$ cat config.mk
export PLATFORM = sky130hd
export DESIGN_NAME = wilder_rsi_indicator
export DESIGN_NICKNAME = d
export VERILOG_FILES = /design/src/sv/wri_pkg.sv /design/src/sv/wri_pdiv.sv /design/src/sv/wri_rdiv.sv /design/src/sv/wri_datapath.sv /design/src/sv/wri_ctrl.sv /design/src/sv/wilder_rsi_indicator.sv
export VERILOG_INCLUDE_DIRS = /design/src /design/src/sv
export SDC_FILE = /design/constraint.sdc
export NUM_CORES = 2
export LEC_CHECK = 0
export BUFFER_PORTS_ARGS = -buffer_cell sky130_fd_sc_hd__buf_2
export CORE_UTILIZATION = 50
export CTS_CLUSTER_DIAMETER = 30
export DETAILED_ROUTE_END_ITERATION = 12
export PLACE_DENSITY = 0.66
export SETUP_SLACK_MARGIN = 0.15
export SLEW_MARGIN = 20
export SYNTH_ARGS = -nofsm -noshare
export SYNTH_HDL_FRONTEND = slang
export SYNTH_SLANG_ARGS = --single-unit
$ cat constraint.sdc
create_clock -name clk -period 20.3 [get_ports clk]
set_input_delay 2.03 -clock clk [delete_from_list [all_inputs] [get_ports clk]]
set_output_delay 2.03 -clock clk [all_outputs]
set_load 0.02 [all_outputs]
$ cat src/sv/assert_macros.svh
// ----------------------------------------------------------------------------
// Assertion macros
// Shared concurrent assertion forms, clocked on clk and disabled in rst.
// ----------------------------------------------------------------------------
`ifndef ASSERT_MACROS_SVH
`define ASSERT_MACROS_SVH

// same-cycle implication
`define WRI_ASSERT_IMP(name, ante, cons) \
  name: assert property (@(posedge clk) disable iff (rst) (ante) |-> (cons)) \
    else $error("assertion failed: same-cycle implication");

// next-cycle implication
`define WRI_ASSERT_NXT(name, ante, cons) \
  name: assert property (@(posedge clk) disable iff (rst) (ante) |=> (cons)) \
    else $error("assertion failed: next-cycle implication");

`endif

$ cat src/sv/wri_pkg.sv
// ----------------------------------------------------------------------------
// wri_pkg
// Widths, constants and control structs for the Wilder RSI block.
// ----------------------------------------------------------------------------
`timescale 1ns / 1ps

package wri_pkg;

  localparam int PRICE_BITS_DEF    = 32;
  localparam int FRACTION_BITS_DEF = 16;

  localparam int AVG_W       = 64;
  localparam int PERIOD_W    = 16;
  localparam int LEVEL_W     = 15;
  localparam int STAMP_W     = 48;
  localparam int CFG_INDEX_W = 2;
  localparam int CFG_DATA_W  = 16;

  localparam int NORM_BITS  = 48;
  localparam int RSI_NUM_W  = NORM_BITS + LEVEL_W;
  localparam int RSI_DEN_W  = NORM_BITS + 1;
  localparam int RDIV_CNT_W = $clog2(LEVEL_W);

  localparam int PDIV_STEP  = 4;
  localparam int PDIV_ITER  = AVG_W / PDIV_STEP;
  localparam int PDIV_CNT_W = $clog2(PDIV_ITER);

  localparam logic [LEVEL_W-1:0] RSI_FULL = 15'd25600;
  localparam logic [LEVEL_W-1:0] RSI_HALF = 15'd12800;
  localparam logic [LEVEL_W-1:0] RSI_ZERO = 15'd0;

  localparam logic [CFG_INDEX_W-1:0] CFG_PERIOD    = 2'd0;
  localparam logic [CFG_INDEX_W-1:0] CFG_THRESHOLD = 2'd1;

  localparam logic [PERIOD_W-1:0] PERIOD_RESET    = 16'd14;
  localparam logic [LEVEL_W-1:0]  THRESHOLD_RESET = 15'd17920;

  typedef struct packed {
    logic capture;
    logic accumulate;
    logic div_start;
    logic div_lane;
    logic div_smooth;
    logic div_write;
    logic norm_load;
    logic norm_shift;
    logic mul;
    logic rdiv_start;
    logic rdiv_write;
    logic special_write;
    logic out_load;
  } wri_cmd_t;

  typedef struct packed {
    logic have_previous;
    logic warm;
    logic warm_last;
    logic pdiv_busy;
    logic pdiv_done;
    logic rdiv_done;
    logic special;
    logic norm_done;
    logic out_free;
    logic out_full;
  } wri_status_t;

endpackage

$ cat src/sv/wri_pdiv.sv
// ----------------------------------------------------------------------------
// wri_pdiv
// Iterative divider of a 64-bit average by the 16-bit period, radix 16.
// ----------------------------------------------------------------------------
`timescale 1ns / 1ps

module wri_pdiv (
  input  logic                          clk,
  input  logic                          rst,
  input  logic                          start,
  input  logic [wri_pkg::AVG_W-1:0]     dividend,
  input  logic [wri_pkg::PERIOD_W-1:0]  divisor,
  output logic                          busy,
  output logic                          done,
  output logic [wri_pkg::AVG_W-1:0]     quotient
);
  import wri_pkg::*;

  logic [AVG_W-1:0]      quo;
  logic [PERIOD_W-1:0]   rem;
  logic [PERIOD_W-1:0]   dsr;
  logic [PDIV_CNT_W-1:0] cnt;
  logic [AVG_W-1:0]      step_quo;
  logic [PERIOD_W-1:0]   step_rem;
  logic [PERIOD_W:0]     trial;

  always_comb begin
    step_rem = rem;
    step_quo = quo;
    trial    = '0;
    for (int k = 0; k < PDIV_STEP; k++) begin
      trial    = {step_rem, step_quo[AVG_W-1]};
      step_quo = {step_quo[AVG_W-2:0], 1'b0};
      if (trial >= {1'b0, dsr}) begin
        step_rem    = PERIOD_W'(trial - {1'b0, dsr});
        step_quo[0] = 1'b1;
      end else begin
        step_rem = trial[PERIOD_W-1:0];
      end
    end
  end

  always_ff @(posedge clk) begin
    if (rst) begin
      busy <= 1'b0;
      done <= 1'b0;
      cnt  <= '0;
    end else begin
      done <= 1'b0;
      if (start) begin
        busy <= 1'b1;
        cnt  <= '0;
      end else if (busy) begin
        cnt <= cnt + 1'b1;
        if (cnt == PDIV_CNT_W'(PDIV_ITER - 1)) begin
          busy <= 1'b0;
          done <= 1'b1;
        end
      end
    end
  end

  always_ff @(posedge clk) begin
    if (start) begin
      quo <= dividend;
      rem <= '0;
      dsr <= divisor;
    end else if (busy) begin
      quo <= step_quo;
      rem <= step_rem;
    end
  end

  assign quotient = quo;

endmodule

$ cat src/sv/wri_rdiv.sv
// ----------------------------------------------------------------------------
// wri_rdiv
// Restoring divider for the RSI ratio, one quotient bit per cycle.
// ----------------------------------------------------------------------------
`timescale 1ns / 1ps

module wri_rdiv (
  input  logic                          clk,
  input  logic                          rst,
  input  logic                          start,
  input  logic [wri_pkg::RSI_NUM_W-1:0] num,
  input  logic [wri_pkg::RSI_DEN_W-1:0] den,
  output logic                          done,
  output logic [wri_pkg::LEVEL_W-1:0]   quo
);
  import wri_pkg::*;

  logic                  busy;
  logic [RDIV_CNT_W-1:0] cnt;
  logic [RSI_NUM_W-1:0]  rest;
  logic [RSI_NUM_W-1:0]  dsh;
  logic                  fits;

  // quotient is known to stay below 2^LEVEL_W, so the top shift suffices
  assign fits = (rest >= dsh);

  always_ff @(posedge clk) begin
    if (rst) begin
      busy <= 1'b0;
      done <= 1'b0;
      cnt  <= '0;
    end else begin
      done <= 1'b0;
      if (start) begin
        busy <= 1'b1;
        cnt  <= '0;
      end else if (busy) begin
        cnt <= cnt + 1'b1;
        if (cnt == RDIV_CNT_W'(LEVEL_W - 1)) begin
          busy <= 1'b0;
          done <= 1'b1;
        end
      end
    end
  end

  always_ff @(posedge clk) begin
    if (start) begin
      rest <= num;
      dsh  <= RSI_NUM_W'(den) << (LEVEL_W - 1);
      quo  <= '0;
    end else if (busy) begin
      if (fits) begin
        rest <= rest - dsh;
      end
      dsh <= dsh >> 1;
      quo <= {quo[LEVEL_W-2:0], fits};
    end
  end

endmodule

$ cat src/sv/wri_datapath.sv
// ----------------------------------------------------------------------------
// wri_datapath
// Configuration, price history, averages, dividers and the result register.
// ----------------------------------------------------------------------------
`timescale 1ns / 1ps
`include "assert_macros.svh"

module wri_datapath #(
  parameter int PRICE_BITS    = wri_pkg::PRICE_BITS_DEF,
  parameter int FRACTION_BITS = wri_pkg::FRACTION_BITS_DEF
) (
  input  logic                            clk,
  input  logic                            rst,
  input  wri_pkg::wri_cmd_t               cmd,
  output wri_pkg::wri_status_t            sts,
  input  logic                            cfg_valid,
  output logic                            cfg_ready,
  input  logic [wri_pkg::CFG_INDEX_W-1:0] cfg_index,
  input  logic [wri_pkg::CFG_DATA_W-1:0]  cfg_data,
  input  logic [PRICE_BITS-1:0]           price,
  input  logic [wri_pkg::STAMP_W-1:0]     stamp,
  output logic                            result_valid,
  input  logic                            result_stall,
  output logic [wri_pkg::LEVEL_W-1:0]     rsi_level,
  output logic [wri_pkg::LEVEL_W-1:0]     threshold_out,
  output logic [wri_pkg::STAMP_W-1:0]     stamp_out
);
  import wri_pkg::*;

  localparam int FX_W = PRICE_BITS + FRACTION_BITS;

  logic [PERIOD_W-1:0]   period;
  logic [LEVEL_W-1:0]    threshold;
  logic [PERIOD_W-1:0]   div_val;

  logic                  have_previous;
  logic [PRICE_BITS-1:0] last_price;
  logic [PERIOD_W-1:0]   warm_count;
  logic [AVG_W-1:0]      up_average;
  logic [AVG_W-1:0]      down_average;
  logic [AVG_W-1:0]      up_step;
  logic [AVG_W-1:0]      down_step;
  logic [STAMP_W-1:0]    stamp_hold;

  logic                  rise;
  logic [PRICE_BITS-1:0] diff;
  logic [FX_W-1:0]       fx_wide;
  logic [AVG_W-1:0]      change_fx;

  logic [AVG_W:0]        up_sum;
  logic [AVG_W:0]        down_sum;

  logic [AVG_W-1:0]      lane_avg;
  logic [AVG_W-1:0]      lane_chg;
  logic                  lane_ge;
  logic [AVG_W-1:0]      lane_absd;
  logic [AVG_W-1:0]      div_dividend;
  logic                  div_dir;
  logic [AVG_W-1:0]      div_quo;
  logic [AVG_W-1:0]      lane_new;
  logic                  pdiv_busy;
  logic                  pdiv_done;

  logic [AVG_W-1:0]      work_up;
  logic [AVG_W-1:0]      work_dn;
  logic [RSI_NUM_W-1:0]  rsi_num;
  logic [RSI_DEN_W-1:0]  rsi_den;
  logic                  rdiv_done;
  logic [LEVEL_W-1:0]    rdiv_quo;
  logic [LEVEL_W-1:0]    rsi_val;
  logic [LEVEL_W-1:0]    special_val;
  logic                  up_zero;
  logic                  down_zero;

  // configuration
  assign cfg_ready = 1'b1;

  always_ff @(posedge clk) begin
    if (rst) begin
      period    <= PERIOD_RESET;
      threshold <= THRESHOLD_RESET;
    end else if (cfg_valid) begin
      case (cfg_index)
        CFG_PERIOD:    period    <= cfg_data;
        CFG_THRESHOLD: threshold <= cfg_data[LEVEL_W-1:0];
        default: begin
        end
      endcase
    end
  end

  assign div_val = (period == '0) ? PERIOD_W'(1) : period;

  // price change in fixed point
  assign rise    = (price > last_price);
  assign diff    = rise ? (price - last_price) : (last_price - price);
  assign fx_wide = {diff, {FRACTION_BITS{1'b0}}};

  generate
    if (FX_W > AVG_W) begin : g_fx_sat
      assign change_fx = (|fx_wide[FX_W-1:AVG_W]) ? '1 : fx_wide[AVG_W-1:0];
    end else begin : g_fx_ext
      assign change_fx = AVG_W'(fx_wide);
    end
  endgenerate

  assign up_sum   = {1'b0, up_average} + {1'b0, up_step};
  assign down_sum = {1'b0, down_average} + {1'b0, down_step};

  // divider operand and write-back
  assign lane_avg     = cmd.div_lane ? down_average : up_average;
  assign lane_chg     = cmd.div_lane ? down_step : up_step;
  assign lane_ge      = (lane_chg >= lane_avg);
  assign lane_absd    = lane_ge ? (lane_chg - lane_avg) : (lane_avg - lane_chg);
  assign div_dividend = cmd.div_smooth ? lane_absd : lane_avg;
  assign lane_new     = !cmd.div_smooth ? div_quo :
                        (div_dir ? (lane_avg + div_quo) : (lane_avg - div_quo));

  wri_pdiv u_pdiv (
    .clk      (clk),
    .rst      (rst),
    .start    (cmd.div_start),
    .dividend (div_dividend),
    .divisor  (div_val),
    .busy     (pdiv_busy),
    .done     (pdiv_done),
    .quotient (div_quo)
  );

  always_ff @(posedge clk) begin
    if (rst) begin
      have_previous <= 1'b0;
      last_price    <= '0;
      warm_count    <= '0;
      up_average    <= '0;
      down_average  <= '0;
    end else begin
      if (cmd.capture) begin
        have_previous <= 1'b1;
        last_price    <= price;
      end
      if (cmd.accumulate) begin
        up_average   <= up_sum[AVG_W] ? '1 : up_sum[AVG_W-1:0];
        down_average <= down_sum[AVG_W] ? '1 : down_sum[AVG_W-1:0];
        warm_count   <= warm_count + 1'b1;
      end
      if (cmd.div_write) begin
        if (cmd.div_lane) begin
          down_average <= lane_new;
        end else begin
          up_average <= lane_new;
        end
      end
    end
  end

  always_ff @(posedge clk) begin
    if (cmd.capture) begin
      up_step    <= rise ? change_fx : '0;
      down_step  <= rise ? '0 : change_fx;
      stamp_hold <= stamp;
    end
    if (cmd.div_start) begin
      div_dir <= lane_ge;
    end
  end

  // RSI
  assign up_zero     = (up_average == '0);
  assign down_zero   = (down_average == '0);
  assign special_val = (up_zero && down_zero) ? RSI_HALF :
                       (down_zero ? RSI_FULL : RSI_ZERO);

  always_ff @(posedge clk) begin
    if (cmd.norm_load) begin
      work_up <= up_average;
      work_dn <= down_average;
    end else if (cmd.norm_shift) begin
      work_up <= work_up >> 1;
      work_dn <= work_dn >> 1;
    end
    if (cmd.mul) begin
      rsi_num <= RSI_NUM_W'(work_up[NORM_BITS-1:0]) * RSI_NUM_W'(RSI_FULL);
      rsi_den <= {1'b0, work_up[NORM_BITS-1:0]} + {1'b0, work_dn[NORM_BITS-1:0]};
    end
    if (cmd.special_write) begin
      rsi_val <= special_val;
    end else if (cmd.rdiv_write) begin
      rsi_val <= rdiv_quo;
    end
  end

  wri_rdiv u_rdiv (
    .clk   (clk),
    .rst   (rst),
    .start (cmd.rdiv_start),
    .num   (rsi_num),
    .den   (rsi_den),
    .done  (rdiv_done),
    .quo   (rdiv_quo)
  );

  // result register
  always_ff @(posedge clk) begin
    if (rst) begin
      result_valid <= 1'b0;
    end else if (cmd.out_load) begin
      result_valid <= 1'b1;
    end else if (!result_stall) begin
      result_valid <= 1'b0;
    end
  end

  always_ff @(posedge clk) begin
    if (cmd.out_load) begin
      rsi_level     <= rsi_val;
      threshold_out <= threshold;
      stamp_out     <= stamp_hold;
    end
  end

  // status
  assign sts.have_previous = have_previous;
  assign sts.warm          = (warm_count < div_val);
  assign sts.warm_last     = ({1'b0, warm_count} + 1'b1) == {1'b0, div_val};
  assign sts.pdiv_busy     = pdiv_busy;
  assign sts.pdiv_done     = pdiv_done;
  assign sts.rdiv_done     = rdiv_done;
  assign sts.special       = up_zero || down_zero;
  assign sts.norm_done     = ~|((work_up | work_dn) >> NORM_BITS);
  assign sts.out_free      = !result_valid || !result_stall;
  assign sts.out_full      = result_valid;

  `WRI_ASSERT_IMP(a_rsi_range, rdiv_done, rdiv_quo <= RSI_FULL)
  `WRI_ASSERT_IMP(a_accum_after_first, cmd.accumulate, have_previous)

endmodule

$ cat src/sv/wri_ctrl.sv
// ----------------------------------------------------------------------------
// wri_ctrl
// Sequencer: warm-up, seeding, smoothing, RSI ratio and result hand-off.
// ----------------------------------------------------------------------------
`timescale 1ns / 1ps
`include "assert_macros.svh"

module wri_ctrl (
  input  logic                 clk,
  input  logic                 rst,
  input  logic                 item_valid,
  output logic                 item_stall,
  input  wri_pkg::wri_status_t sts,
  output wri_pkg::wri_cmd_t    cmd
);
  import wri_pkg::*;

  localparam logic [3:0] S_IDLE      = 4'd0;
  localparam logic [3:0] S_ACCUM     = 4'd1;
  localparam logic [3:0] S_UP_GO     = 4'd2;
  localparam logic [3:0] S_UP_WAIT   = 4'd3;
  localparam logic [3:0] S_DN_GO     = 4'd4;
  localparam logic [3:0] S_DN_WAIT   = 4'd5;
  localparam logic [3:0] S_NORM_LOAD = 4'd6;
  localparam logic [3:0] S_NORM      = 4'd7;
  localparam logic [3:0] S_MUL       = 4'd8;
  localparam logic [3:0] S_RDIV_GO   = 4'd9;
  localparam logic [3:0] S_RDIV_WAIT = 4'd10;
  localparam logic [3:0] S_OUT       = 4'd11;

  logic [3:0] state;
  logic [3:0] state_next;
  logic       smooth;
  logic       smooth_next;

  assign item_stall = (state != S_IDLE);

  always_comb begin
    state_next  = state;
    smooth_next = smooth;
    cmd         = '0;
    cmd.div_smooth = smooth;
    cmd.div_lane   = (state == S_DN_GO) || (state == S_DN_WAIT);
    case (state)
      S_IDLE: begin
        if (item_valid) begin
          cmd.capture = 1'b1;
          if (sts.have_previous) begin
            if (sts.warm) begin
              smooth_next = 1'b0;
              state_next  = S_ACCUM;
            end else begin
              smooth_next = 1'b1;
              state_next  = S_UP_GO;
            end
          end
        end
      end
      S_ACCUM: begin
        cmd.accumulate = 1'b1;
        state_next     = sts.warm_last ? S_UP_GO : S_IDLE;
      end
      S_UP_GO: begin
        cmd.div_start = 1'b1;
        state_next    = S_UP_WAIT;
      end
      S_UP_WAIT: begin
        if (sts.pdiv_done) begin
          cmd.div_write = 1'b1;
          state_next    = S_DN_GO;
        end
      end
      S_DN_GO: begin
        cmd.div_start = 1'b1;
        state_next    = S_DN_WAIT;
      end
      S_DN_WAIT: begin
        if (sts.pdiv_done) begin
          cmd.div_write = 1'b1;
          state_next    = smooth ? S_NORM_LOAD : S_IDLE;
        end
      end
      S_NORM_LOAD: begin
        cmd.norm_load = 1'b1;
        if (sts.special) begin
          cmd.special_write = 1'b1;
          state_next        = S_OUT;
        end else begin
          state_next = S_NORM;
        end
      end
      S_NORM: begin
        if (sts.norm_done) begin
          state_next = S_MUL;
        end else begin
          cmd.norm_shift = 1'b1;
        end
      end
      S_MUL: begin
        cmd.mul    = 1'b1;
        state_next = S_RDIV_GO;
      end
      S_RDIV_GO: begin
        cmd.rdiv_start = 1'b1;
        state_next     = S_RDIV_WAIT;
      end
      S_RDIV_WAIT: begin
        if (sts.rdiv_done) begin
          cmd.rdiv_write = 1'b1;
          state_next     = S_OUT;
        end
      end
      S_OUT: begin
        if (sts.out_free) begin
          cmd.out_load = 1'b1;
          state_next   = S_IDLE;
        end
      end
      default: begin
        state_next = S_IDLE;
      end
    endcase
  end

  always_ff @(posedge clk) begin
    if (rst) begin
      state  <= S_IDLE;
      smooth <= 1'b0;
    end else begin
      state  <= state_next;
      smooth <= smooth_next;
    end
  end

  `WRI_ASSERT_IMP(a_div_start_idle, cmd.div_start, !sts.pdiv_busy)
  `WRI_ASSERT_NXT(a_out_loaded, (state == S_OUT) && sts.out_free, sts.out_full)

endmodule

$ cat src/sv/wilder_rsi_indicator.sv
// ----------------------------------------------------------------------------
// wilder_rsi_indicator
// Wilder-smoothed relative strength index over a stream of closing prices.
// ----------------------------------------------------------------------------
// One request per candle (price, stamp). The first price after reset is only
// stored; a warm-up change is accumulated; the change that completes warm-up
// is accumulated too and then seeds both averages. Each later change gives
// one result, with extra steps when an average is 2^48 or more and both must
// be scaled down one bit per cycle, and with no RSI division when an average
// is zero. The work is done by the shared radix-16 period divider, run once
// per average, and the bit-serial RSI divider. A finished result waits in an
// output register; the next request is taken as soon as it is loaded.
// Configuration writes are always ready.
`timescale 1ns / 1ps

module wilder_rsi_indicator #(
  parameter int PRICE_BITS    = wri_pkg::PRICE_BITS_DEF,
  parameter int FRACTION_BITS = wri_pkg::FRACTION_BITS_DEF
) (
  input  logic                            clk,
  input  logic                            rst,
  input  logic                            cfg_valid,
  output logic                            cfg_ready,
  input  logic [wri_pkg::CFG_INDEX_W-1:0] cfg_index,
  input  logic [wri_pkg::CFG_DATA_W-1:0]  cfg_data,
  input  logic                            item_valid,
  output logic                            item_stall,
  input  logic [PRICE_BITS-1:0]           price,
  input  logic [wri_pkg::STAMP_W-1:0]     stamp,
  output logic                            result_valid,
  input  logic                            result_stall,
  output logic [wri_pkg::LEVEL_W-1:0]     rsi_level,
  output logic [wri_pkg::LEVEL_W-1:0]     threshold_out,
  output logic [wri_pkg::STAMP_W-1:0]     stamp_out
);
  import wri_pkg::*;

  wri_cmd_t    cmd;
  wri_status_t sts;

  wri_ctrl u_ctrl (
    .clk        (clk),
    .rst        (rst),
    .item_valid (item_valid),
    .item_stall (item_stall),
    .sts        (sts),
    .cmd        (cmd)
  );

  wri_datapath #(
    .PRICE_BITS    (PRICE_BITS),
    .FRACTION_BITS (FRACTION_BITS)
  ) u_datapath (
    .clk           (clk),
    .rst           (rst),
    .cmd           (cmd),
    .sts           (sts),
    .cfg_valid     (cfg_valid),
    .cfg_ready     (cfg_ready),
    .cfg_index     (cfg_index),
    .cfg_data      (cfg_data),
    .price         (price),
    .stamp         (stamp),
    .result_valid  (result_valid),
    .result_stall  (result_stall),
    .rsi_level     (rsi_level),
    .threshold_out (threshold_out),
    .stamp_out     (stamp_out)
  );

endmodule
==> run_results.csv <==
group,metric,value,unit
power_and_ir_drop,p_clk_share,35.3,%
synth,syn-num-nets,8768,
floorplan,start_util,50.6,%
sta,fin_tns_setup,0,ns
sta,max_freq,83.4,MHz
power_and_ir_drop,intPower,6.66,mW
power_and_ir_drop,vdd_drop_max,0.297,mV
cells_and_area,nets,8869,
drt,dr_total_vias,60900,
drt,drc_errors,0,
floorplan,rows,135,
placement,dp_hpwl,171000,um
power_and_ir_drop,power.switching,4.17,mW
cts,cts_root_buffer,"clkbuf_16",
drt,routedWlPerCell,22.3,um
placement,dp_cells,9678,
cts,cts_buffer_depth,3,
critical_path,cp_max_fo,19,
drt,finalWirelength,225000,um
drt,wl_met1,100000,um
critical_path,slowest_stage,"nor4_1",
cts,cts_buffers,213,
cts,cts-htree-levels,4,
drt,dr_wl_met3,17300,um
placement,io_buffers,182,
cts,cts_tree,"yes",
critical_path,crit_required,21.00,ns
synth,synth_edf_count,628,
power_and_ir_drop,combPwrFrac,44.2,%
grt,antenna_found_initial,8,
floorplan,die_h,373,um
power_and_ir_drop,swShare,38.5,%
synth,yosysTopAreaCellShare,27.4,%
synth,ys_seq_area_share,35.3,%
sta,slew_viol_final,0,
synth,syn_area_per_cell,8.59,sq um
synth,ys_top_cells_by_area,"edfxtp_1 27%, ha_1 11%, dfxtp_1 7.9%",
grt,gr-total-overflow,0,
floorplan,core,136000,sq um
sta,setup_viol,0,
sta,finClkSkew,0.0943,ns
grt,grt_max_degree,136,
cells_and_area,final_cells,10100,
grt,grt.total_usage,31.4,%
synth,yosys_register_bits,899,
synth,syn_inst,8011,
synth,ys.flop_type,"edfxtp_1",
power_and_ir_drop,p_seq_share,20.5,%
synth,synth_top_cell_by_area,"edfxtp_1",
cells_and_area,drive_gt1_share,9.16,%
critical_path,cp-end-kind,"flip-flop",
critical_path,slowest_delay,0.66,ns
cts,path_clk_slew,0.05,ns
cts,clock_latency,0.85,ns
placement,place_congestion,1.00,
sta,hold_violations,0,
floorplan,die-area,139000,sq um
power_and_ir_drop,power_leakage,34.1,nW
floorplan,io_pins,184,
run,cap_viol_max_count,0,
drt,drtIter0Drc,5649,
drt,first_pass_iters,6,
critical_path,worstPathArrival,12.69,ns
grt,grt_pass1_vias,57700,
drt,drtAntennaViolNets,0,
sta,max-slew-margin-rel,19.4,%
power_and_ir_drop,power.density,136,nW/um^2
sta,rsz0062_at_grt,"no",
drt,via_per_inst,6.04,
cts,clock_sinks,899,
sta,fin_crit_sh,59.1,%
critical_path,critical_path_class,"flip-flop to flip-flop",
floorplan,die_w,373,um
critical_path,critPathLaunchType,"flip-flop",
synth,synth_area,68800,sq um
drt,highest_layer,"met4",
critical_path,path_common_cell,"a21oi_1",
cts,hold_buffers,0,
sta,worstMarginPinSlew,1.21,ns
grt,grt_pass1_wl,341000,um
drt,wl_met2,98900,um
hold_path,hold_path_class,"flip-flop to flip-flop",
synth,synth-async-reset-ratio,0,%
cts,post_cts_buffers,0,
sta,whs,0.408,ns
cells_and_area,area_delta_synth_final,15.4,%
synth,yosys_warnings,0,
sta,fin_crit,11.99,ns
run_status,status,"finished, final reports clean",
cts,ctsResizeCount,0,
synth,synth.distinct_cells,97,
-- sequential cells by signal (all words and copies together) (netlist names), 15 cells and up --
name	cells
u_datapath.last_price	32
u_datapath.down_step	32
u_datapath.u_pdiv.quotient	64
u_datapath.u_rdiv.quo	15
u_datapath.threshold_out	15
u_datapath.rsi_val	15
u_datapath.period	16
u_datapath.down_average	64
u_datapath.stamp_hold	48
u_datapath.work_up	64
u_datapath.u_rdiv.dsh	63
u_datapath.work_dn	64
u_datapath.warm_count	16
u_datapath.rsi_level	15
u_datapath.u_pdiv.rem	16
u_datapath.stamp_out	48
u_datapath.up_average	64
u_datapath.rsi_den	49
u_datapath.u_pdiv.dsr	16
u_datapath.rsi_num	53
u_datapath.up_step	32
u_datapath.threshold	15
u_datapath.u_rdiv.rest	63
-- layout by cell type, fill, tap and decap left out, types with 59 or more instances in the layout --
cell type  netlist  routed
buf_4            2      59
o21ai_0        453     452
clkbuf_16        0     214
dfxtp_1        271     269
a21o_1         258     257
and3_1          83      78
a211oi_1        92      92
nor2_1         562     560
mux2i_1        168     168
xor2_1         204     204
nand4_1        101     101
ha_1           599     599
a31oi_1         73      72
o21bai_1       100     100
inv_1          622     620
buf_2           10     181
edfxtp_1       628     628
nor2b_1         82      82
a21oi_1        749     748
xnor2_1        310     310
nand2b_1        80      80
nor4_1          65      64
nand3_1        171     169
nand2_1       1065    1062
nor3_1         137     136
o21a_1          79      79
-- worst paths after layout --
path                                                          start                                    end  slack (ns)  depth (start not counted)
worst min register to register  u_datapath.stamp_hold[35]$_DFFE_PP_     u_datapath.stamp_out[35]$_DFFE_PP_        0.41                          0
worst max-delay path             u_datapath.u_pdiv.dsr[1]$_DFFE_PN_  u_datapath.u_pdiv.rem[0]$_SDFFE_PN0P_        8.31                         42
worst max register to register   u_datapath.u_pdiv.dsr[1]$_DFFE_PN_  u_datapath.u_pdiv.rem[0]$_SDFFE_PN0P_        8.31                         42
worst min-delay path            u_datapath.stamp_hold[35]$_DFFE_PP_     u_datapath.stamp_out[35]$_DFFE_PP_        0.41                          0
-- per-layer routing --
| layer | GRT usage, % | vias to the layer above |
|---|---|---|
| li1 | - | 29000 |
| met2 | 48.5 | 2332 |
| met4 | 12.8 | 0 |
| met3 | 6.28 | 465 |
| met1 | 42.7 | 29100 |
| met5 | 0 | - |
-- worst max-delay path: cells and delay by family (launching register included) --
family,cells,cell delay [ns]
muxes,2,0.82
and+or+nand+nor,13,3.44
AOI/OAI and AO/OA,17,4.57
DFF,1,0.41
buffers and inverters,6,1.28
adders and majority gates,4,1.28
-- power groups by stage --
stage	Clock (mW)	Combinational, mW	Sequential (mW)
4_1_cts	3.87	4.76	2.21
3_3_place_gp	0	4.72	2.24
5_1_grt	3.96	5.27	2.22
2_1_floorplan	0	3.61	2.16
3_5_place_dp	0	4.72	2.24
6_report	3.83	4.79	2.22
-- logic make-up (layout without fill, tap and decap cells) --
kind of cell	Yosys count	in the layout	synth area share [%]
simple gates	2533	2533	16.8
compound gates	2216	2216	20.2
mux	211	211	3.16
xor+xnor	514	514	6.54
fa+ha+maj	654	654	12.5
buf+inv	983	1276	5.44
other cells	1	6	0.00545
flops	899	899	35.3
-- cells in the mapped netlist (23+ instances only) --
cell type,count
and3_1,83
nor3_1,137
xnor2_1,310
a221oi_1,32
o21a_1,79
buf_1,23
dfxtp_1,271
mux2_2,42
nand2_1,1065
or3_1,50
nor2b_1,82
ha_1,599
a211oi_1,92
a31oi_1,73
o31ai_1,45
nor4_1,65
nand3_1,171
o21bai_1,100
nor2_1,562
nand2b_1,80
clkbuf_1,317
a21o_1,258
edfxtp_1,628
xor2_1,204
inv_1,622
a21oi_1,749
o21ai_0,453
nand4_1,101
mux2i_1,168
fa_1,55
o211ai_1,36
and2_1,36
o221ai_1,53
-- through the flow --
stage	setup WS (ns)	total power [mW]	util (%)	cell area, sq um
floorplan	10.03	5.76	-	68800
finish	8.31	10.8	58.4	79400
detailed placement	7.99	6.96	52.3	71200
CTS	7.93	10.8	58.4	79400
global placement	7.93	6.95	52.3	71200
global route	7.28	11.5	58.4	79400
-- area by class of cell --
class	instances	area, sq um
fillers	12100	56600
multi-input cells	6129	40900
diodes	5	12.5
repair buffers	242	1380
clock buffers	243	5580
inverters	627	2360
clock inverters	164	2610
flip-flops and latches	899	24300
well taps	1781	2230
No activity file was read; power rests on OpenSTA's default activity.
